`config.mk`:
```
export PLATFORM = sky130hd
export DESIGN_NAME = sum_checked_frame_receiver
export DESIGN_NICKNAME = d
export VERILOG_FILES = /design/src/hdl/scfr_pkg.sv /design/src/hdl/scfr_parser.sv /design/src/hdl/scfr_out_buf.sv /design/src/hdl/sum_checked_frame_receiver.sv
export SDC_FILE = /design/constraint.sdc
export NUM_CORES = 1
export LEC_CHECK = 0
export BUFFER_PORTS_ARGS = -buffer_cell sky130_fd_sc_hd__buf_2
export CORE_MARGIN = 2
export CORE_UTILIZATION = 28
export CTS_BUF_LIST = sky130_fd_sc_hd__clkbuf_8
export DETAILED_ROUTE_END_ITERATION = 6
export PLACE_DENSITY_LB_ADDON = 0.12
export REMOVE_ABC_BUFFERS = 1
export SYNTH_ARGS = -nofsm -noshare
export SYNTH_HDL_FRONTEND = slang
export SYNTH_SLANG_ARGS = --single-unit
```
`constraint.sdc`:
```
create_clock -name clk -period 4 [get_ports clk]
set_input_delay 0.8 -clock clk [delete_from_list [all_inputs] [get_ports clk]]
set_output_delay 0.8 -clock clk [all_outputs]
set_load 0.005 [all_outputs]
```
`src/hdl/scfr_pkg.sv`:
```
// Shared types and constants for the sum-checked frame receiver.
// No dependencies; every other file in hdl/ refers to this package by scoped name.
`timescale 1ns / 1ps

package scfr_pkg;

	// Bytes of framing that the length field counts besides the payload.
	localparam logic [7:0] HEADER_OVERHEAD = 8'd4;

	typedef enum logic [2:0] {
		PH_HUNT = 3'd0,
		PH_LEN  = 3'd1,
		PH_TYPE = 3'd2,
		PH_DATA = 3'd3,
		PH_SUM  = 3'd4
	} phase_t;

	typedef enum logic [1:0] {
		ST_OK      = 2'd0,
		ST_LEN_ERR = 2'd1,
		ST_SUM_ERR = 2'd2
	} status_t;

	typedef enum logic {
		KIND_PAYLOAD = 1'b0,
		KIND_STATUS  = 1'b1
	} kind_t;

	typedef struct packed {
		kind_t      kind;
		logic [7:0] payload_byte;
		logic [7:0] payload_index;
		logic [7:0] frame_type;
		logic [7:0] payload_count;
		status_t    status;
	} result_t;

endpackage

```
`src/hdl/scfr_parser.sv`:
```
// Frame parser: phase register, running checksum and header fields.
// Depends on scfr_pkg for the phase, status and result types.
`timescale 1ns / 1ps

module scfr_parser #(
	parameter int MAX_PAYLOAD = 32
) (
	input  logic                clk,
	input  logic                arst_n,
	input  logic                accept,
	input  logic [7:0]          rx_byte,
	input  logic [7:0]          start_byte,
	output logic                res_valid,
	output scfr_pkg::result_t   res
);

	localparam logic [7:0] MAX_LEN = 8'(MAX_PAYLOAD + 4);
	localparam logic [7:0] MAX_CNT = 8'(MAX_PAYLOAD);

	scfr_pkg::phase_t phase_q, phase_d;
	logic [7:0] running_sum_q, running_sum_d;
	logic [7:0] held_type_q, held_type_d;
	logic [7:0] held_count_q, held_count_d;
	logic [7:0] bytes_seen_q, bytes_seen_d;
	logic [8:0] seen_next;

	assign seen_next = {1'b0, bytes_seen_q} + 9'd1;

	always_comb begin
		phase_d       = phase_q;
		running_sum_d = running_sum_q;
		held_type_d   = held_type_q;
		held_count_d  = held_count_q;
		bytes_seen_d  = bytes_seen_q;
		res_valid     = 1'b0;
		res           = '0;
		unique case (phase_q)
			scfr_pkg::PH_HUNT: begin
				if (rx_byte == start_byte) begin
					phase_d = scfr_pkg::PH_LEN;
				end
			end
			scfr_pkg::PH_LEN: begin
				if (rx_byte > MAX_LEN) begin
					phase_d    = scfr_pkg::PH_HUNT;
					res_valid  = 1'b1;
					res.kind   = scfr_pkg::KIND_STATUS;
					res.status = scfr_pkg::ST_LEN_ERR;
				end else begin
					running_sum_d = rx_byte;
					held_count_d  = (rx_byte < scfr_pkg::HEADER_OVERHEAD) ? 8'd0 :
						rx_byte - scfr_pkg::HEADER_OVERHEAD;
					phase_d = scfr_pkg::PH_TYPE;
				end
			end
			scfr_pkg::PH_TYPE: begin
				held_type_d   = rx_byte;
				running_sum_d = running_sum_q + rx_byte;
				bytes_seen_d  = 8'd0;
				phase_d = (held_count_q == 8'd0) ? scfr_pkg::PH_SUM : scfr_pkg::PH_DATA;
			end
			scfr_pkg::PH_DATA: begin
				res_valid         = 1'b1;
				res.kind          = scfr_pkg::KIND_PAYLOAD;
				res.payload_byte  = rx_byte;
				res.payload_index = bytes_seen_q;
				res.frame_type    = held_type_q;
				res.payload_count = held_count_q;
				res.status        = scfr_pkg::ST_OK;
				running_sum_d     = running_sum_q + rx_byte;
				bytes_seen_d      = seen_next[7:0];
				if (seen_next >= {1'b0, held_count_q}) begin
					phase_d = scfr_pkg::PH_SUM;
				end
			end
			scfr_pkg::PH_SUM: begin
				res_valid         = 1'b1;
				res.kind          = scfr_pkg::KIND_STATUS;
				res.frame_type    = held_type_q;
				res.payload_count = held_count_q;
				res.status = (rx_byte == running_sum_q) ? scfr_pkg::ST_OK : scfr_pkg::ST_SUM_ERR;
				phase_d = scfr_pkg::PH_HUNT;
			end
			default: begin
				phase_d = scfr_pkg::PH_HUNT;
			end
		endcase
	end

	always_ff @(posedge clk or negedge arst_n) begin
		if (!arst_n) begin
			phase_q       <= scfr_pkg::PH_HUNT;
			running_sum_q <= 8'd0;
			held_type_q   <= 8'd0;
			held_count_q  <= 8'd0;
			bytes_seen_q  <= 8'd0;
		end else if (accept) begin
			phase_q       <= phase_d;
			running_sum_q <= running_sum_d;
			held_type_q   <= held_type_d;
			held_count_q  <= held_count_d;
			bytes_seen_q  <= bytes_seen_d;
		end
	end

`ifndef NO_ASSERTIONS
	a_count_bound: assert property (@(posedge clk) disable iff (!arst_n)
		held_count_q <= MAX_CNT)
		else $error("held payload count exceeds the maximum payload");

	a_seen_below_count: assert property (@(posedge clk) disable iff (!arst_n)
		phase_q == scfr_pkg::PH_DATA |-> bytes_seen_q < held_count_q)
		else $error("payload position reached the count while still in the data phase");

	a_sum_leads_hunt: assert property (@(posedge clk) disable iff (!arst_n)
		accept && phase_q == scfr_pkg::PH_SUM |=> phase_q == scfr_pkg::PH_HUNT)
		else $error("checksum byte did not return the parser to hunting");
`endif

endmodule

```
`src/hdl/scfr_out_buf.sv`:
```
// Two-entry output buffer: an output register backed by a skid register.
// Depends on scfr_pkg for the result type.
`timescale 1ns / 1ps

module scfr_out_buf (
	input  logic              clk,
	input  logic              arst_n,
	input  logic              push,
	input  scfr_pkg::result_t push_data,
	output logic              can_accept,
	output logic              out_valid,
	input  logic              out_ready,
	output scfr_pkg::result_t out_data
);

	logic              out_valid_q;
	logic              skid_valid_q;
	scfr_pkg::result_t out_data_q;
	scfr_pkg::result_t skid_data_q;
	logic              out_fire;

	assign out_fire   = out_valid_q && out_ready;
	assign can_accept = !skid_valid_q;
	assign out_valid  = out_valid_q;
	assign out_data   = out_data_q;

	always_ff @(posedge clk or negedge arst_n) begin
		if (!arst_n) begin
			out_valid_q  <= 1'b0;
			skid_valid_q <= 1'b0;
		end else begin
			if (skid_valid_q) begin
				if (out_fire) begin
					skid_valid_q <= 1'b0;
				end
			end else if (push) begin
				if (!out_valid_q || out_fire) begin
					out_valid_q <= 1'b1;
				end else begin
					skid_valid_q <= 1'b1;
				end
			end else if (out_fire) begin
				out_valid_q <= 1'b0;
			end
		end
	end

	always_ff @(posedge clk) begin
		if (skid_valid_q) begin
			if (out_fire) begin
				out_data_q <= skid_data_q;
			end
		end else if (push) begin
			if (!out_valid_q || out_fire) begin
				out_data_q <= push_data;
			end else begin
				skid_data_q <= push_data;
			end
		end
	end

`ifndef NO_ASSERTIONS
	a_skid_needs_out: assert property (@(posedge clk) disable iff (!arst_n)
		skid_valid_q |-> out_valid_q)
		else $error("skid register holds a result while the output register is empty");

	a_no_push_when_full: assert property (@(posedge clk) disable iff (!arst_n)
		skid_valid_q |-> !push)
		else $error("result pushed while both buffer entries are occupied");

	a_skid_moves_up: assert property (@(posedge clk) disable iff (!arst_n)
		skid_valid_q && out_fire |=> out_valid_q && out_data_q == $past(skid_data_q))
		else $error("skid entry was not moved into the output register");
`endif

endmodule

```
`src/hdl/sum_checked_frame_receiver.sv`:
```
// Top level of the sum-checked frame receiver.
// Depends on scfr_pkg, scfr_parser and scfr_out_buf.
`timescale 1ns / 1ps

// Usage:
// Received bytes arrive on rx_byte with in_valid/in_ready. Each accepted
// transaction advances the frame parser by one byte: it hunts for start_byte,
// then reads the length, the type, the payload and the checksum byte.
// Payload bytes and the end-of-frame status come out on out_valid/out_ready,
// one result per transaction at most; a length byte that is too large gives a
// length-error status, other hunting and header bytes give none. Throughput is
// one byte per cycle while in_ready is high, set by the combinational parser
// update between its state registers and the output register.
// When the receiver stalls, the output register holds its result and a skid
// register takes one more; in_ready falls only once both are occupied, and
// it depends on registered state alone, not on out_ready.
// The start_byte register is written through cfg_wr_en/cfg_wr_data and is
// meant to change only while no frame is in progress.
// Reset (arst_n low, asynchronous) returns the parser to hunting, clears the
// checksum and header fields, sets start_byte to zero and empties the buffer.
module sum_checked_frame_receiver #(
	parameter int MAX_PAYLOAD = 32
) (
	input  logic       clk,
	input  logic       arst_n,
	input  logic       cfg_wr_en,
	input  logic [7:0] cfg_wr_data,
	input  logic       in_valid,
	output logic       in_ready,
	input  logic [7:0] rx_byte,
	output logic       out_valid,
	input  logic       out_ready,
	output logic       kind,
	output logic [7:0] payload_byte,
	output logic [7:0] payload_index,
	output logic [7:0] frame_type,
	output logic [7:0] payload_count,
	output logic [1:0] status
);

	logic [7:0]        start_byte_q;
	logic              in_fire;
	logic              res_valid;
	scfr_pkg::result_t res;
	scfr_pkg::result_t out_data;
	logic              can_accept;

	// The start byte is the only configuration register; writes never wait.
	always_ff @(posedge clk or negedge arst_n) begin
		if (!arst_n) begin
			start_byte_q <= 8'd0;
		end else if (cfg_wr_en) begin
			start_byte_q <= cfg_wr_data;
		end
	end

	assign in_ready = can_accept;
	assign in_fire  = in_valid && in_ready;

	// The parser looks at the byte on the input port and commits its state
	// update on the accepting edge; its result is pushed at that same edge.
	scfr_parser #(
		.MAX_PAYLOAD(MAX_PAYLOAD)
	) u_parser (
		.clk       (clk),
		.arst_n    (arst_n),
		.accept    (in_fire),
		.rx_byte   (rx_byte),
		.start_byte(start_byte_q),
		.res_valid (res_valid),
		.res       (res)
	);

	scfr_out_buf u_out_buf (
		.clk       (clk),
		.arst_n    (arst_n),
		.push      (in_fire && res_valid),
		.push_data (res),
		.can_accept(can_accept),
		.out_valid (out_valid),
		.out_ready (out_ready),
		.out_data  (out_data)
	);

	assign kind          = out_data.kind;
	assign payload_byte  = out_data.payload_byte;
	assign payload_index = out_data.payload_index;
	assign frame_type    = out_data.frame_type;
	assign payload_count = out_data.payload_count;
	assign status        = out_data.status;

endmodule

```
==> run metrics <==
Yosys reg bits=roughly 120; Seq/Total Area, Yosys=0.584; top-count cell post-synth=edfxtp_1; DR pass1 iterations=4; clock sinks=around 120; post-route clock period utilization=0.675; Cell Pwr Density=around 560 nW/um2; Clock Path Buffers=2; Setup-failing EPs final=0; PortBufs=57; CTS tree=yes; Pleak=2.75 nW; RSZ-0062 raised after global routing=false; vias in the first global route=roughly 3700; # IOs=58; ant diodes=0; sequential power share=0.445; Die W=145 um; number of synthesized flops with an enable pin=70; gr ovfl total=0; first-pass GRT wire length=approximately 20 mm; Max Slew Vio Count=0; Worst Tran Pin Value=around 1.1 ns; routability cong.=0.779; synth unique cells=54; Post-CTS Setup Repair Bufs=0; worst skew pair latency=between 0.4 and 0.5 ns; WHS=approximately 0.5 ns; switch share=0.290; initial antenna violation count=0; Rows=51; register clock-pin slew on the reported worst setup and hold paths=around 0.07 ns; maximum clock frequency=approximately 370 MHz; Synth area leaders=edfxtp_1 38%, dfrtp_1 20%, mux2_2 10%, ha_1 4.1%, and2_1 3.3%; Required @ worst endpoint=4.33 ns; Rel. slew slack=0.272; hold path cells=1; largest net degree at the start of global routing=46; H-tree lvl count=4; Final Net Count=around 550; post-DP HPWL=~8.7 mm; R2R Setup Slk=between 1 and 1.5 ns; top post-synthesis cells by count=70 x edfxtp_1, 50 x mux2_2, 45 x dfrtp_1; mean post-synth cell area=12.6 um2; hold wc startpoint=u_parser.held_type_q[5]; Most used DFF post-synth=edfxtp_1; placed insts=751; crit-path max FO=7; Routed WL=12.6 mm; DRC viols=0; Mapped Area=~5500 um2; WHS Endpoint=u_parser.held_type_q[5]; MaxCap Viol Count=0; vias per std cell=roughly 4.6; Layout area overhead=18.9%; status=complete, no violations; FF-to-FF Start=u_parser.bytes_seen_q[0]; r2r endpoint=u_parser.phase_q[2]; Clock Power Share=0.333; CTS Buf Count=17; Total GRT Usage=0.129; Critical Path Sink Type=flip-flop; Setup Skew=between 0.01 and 0.015 ns; Starting Density=0.285; Worst Path Arrival=a little over 3 ns; cell taking the most area after synthesis=edfxtp_1; Core ar.=just under 20000 um2; Layout Cells excl Fill=a little under 800; DRT iter0 DRCs=193; Final Hold Viols=0; drt wl/cell=about 16 um; WS Path Type=reg -> reg; vias=3600; Async SR Flop Fraction=0.391; CP Launch Type=flip-flop; PostCTS Resize Cnt=0; VDD IR max=0.211 mV; cells after synthesis=440; top cell type's share of synthesized area=0.380; cells on worst reg2reg path=10; min Tclk post-route=between 2 and 3 ns; Psw=1.06 mW; worst hold path type=reg -> reg; layout cell share with drive strength beyond 1=0.288; DRT antenna net count=0; die area=~21000 um2; Synth Warn #=0; Internal Pwr Total=about 2.6 mW; hold buffer count at CTS=0; Root Driver=clkbuf_8; combinational power share=0.222; vertical die dimension=between 100 and 150 um
[power by group through the flow]
stage               combinational (mW)  sequential [mW]  clock [mW]
floorplan                        0.538             1.62           0
global placement                 0.802             1.65           0
detailed placement               0.815             1.65           0
CTS                              0.821             1.63        1.26
global route                     0.923             1.66        1.31
finish                           0.809             1.62        1.22
[state kept, by name, summed over array words and instances, names as in the netlist]
signal,cells
start_byte_q,8
u_parser.phase_q,3
u_out_buf.out_data,35
u_parser.held_count_q,8
u_parser.bytes_seen_q,8
u_parser.held_type_q,8
u_parser.running_sum_q,8
u_out_buf.skid_data_q,35
u_out_buf.skid_valid_q,1
u_out_buf.out_valid,1
[layer usage]
layer | track usage | part of all wire
met4 | 0.0511 | 0.021
met1 | 0.168 | 0.47
met2 | 0.208 | 0.47
met3 | 0.0321 | 0.039
met5 | 0 | 0
[area by class of cell]
cell class | instances | area [um2]
multi-input cells | 283 | 2130
repair buffers | 65 | 345
inverters | 23 | 86.3
well taps | 265 | 332
clock buffers | 18 | 248
flip-flops and latches | 115 | 3230
clock inverters | 14 | 196
fillers | 2010 | 12800
[cell families (layout without fill, tap and decap cells)]
kind of cell | count (synthesis) | after routing | share of synthesized area
xor gates and xnor gates | 18 | 18 | 0.0285
buffers and inverters | 42 | 120 | 0.0317
adders and majority gates | 19 | 19 | 0.0444
DFF | 115 | 115 | 0.584
and+or+nand+nor | 123 | 123 | 0.118
AOI/OAI and AO/OA | 72 | 72 | 0.0896
muxes | 51 | 51 | 0.104
[worst max-delay path, stage by stage, from the launching register on]
cell and delay, ns:
dfrtp_1 0.45, ha_1 0.26, nand3_1 0.18, nor2_1 0.21
xor2_1 0.17, ha_1 0.26, a21oi_1 0.14, o221ai_1 0.13
a211oi_1 0.41, nor3_1 0.12, a32o_1 0.27
[placed cells by master (no fill, tap or decap), types with 8 or more instances in the layout]
cell,synthesis,layout
mux2_2,50,50
ha_1,18,18
xor2_1,13,13
and2_1,29,29
inv_1,22,25
a21oi_1,13,13
buf_4,0,8
clkbuf_8,0,18
nor2_1,17,17
edfxtp_1,70,70
nand2_1,29,29
nor3_1,12,12
buf_2,2,57
o21ai_0,16,16
dfrtp_1,45,45
[per-stage QoR]
step / total power, mW / utilization / TNS [ns] / setup slack (ns) / area [um2]
floorplan: 2.15 / - / -25.23 / -0.721 / 5440
global placement: 2.45 / 0.316 / 0 / 1.04 / 6130
detailed placement: 2.47 / 0.316 / 0 / 0.962 / 6130
CTS: 3.71 / 0.339 / 0 / 1.28 / 6570
global route: 3.89 / 0.339 / 0 / 1.02 / 6570
finish: 3.65 / 0.339 / 0 / 1.30 / 6570
[how the worst max path moves through the flow]
stage,startpoint,endpoint,slack (ns),depth (start not counted)
after floorplan,rx_byte[3],u_out_buf.skid_data_q[0],-0.72,7
after global placement,rx_byte[2],u_out_buf.skid_data_q[9],1.04,9
after detailed placement,rx_byte[2],u_out_buf.skid_data_q[2],0.96,9
after CTS,u_parser.bytes_seen_q[0],u_parser.phase_q[2],1.28,10
after global routing,u_parser.bytes_seen_q[0],u_parser.phase_q[2],1.02,10
final,u_parser.bytes_seen_q[0],u_parser.phase_q[2],1.30,10
(Power assumes the default switching activity.)
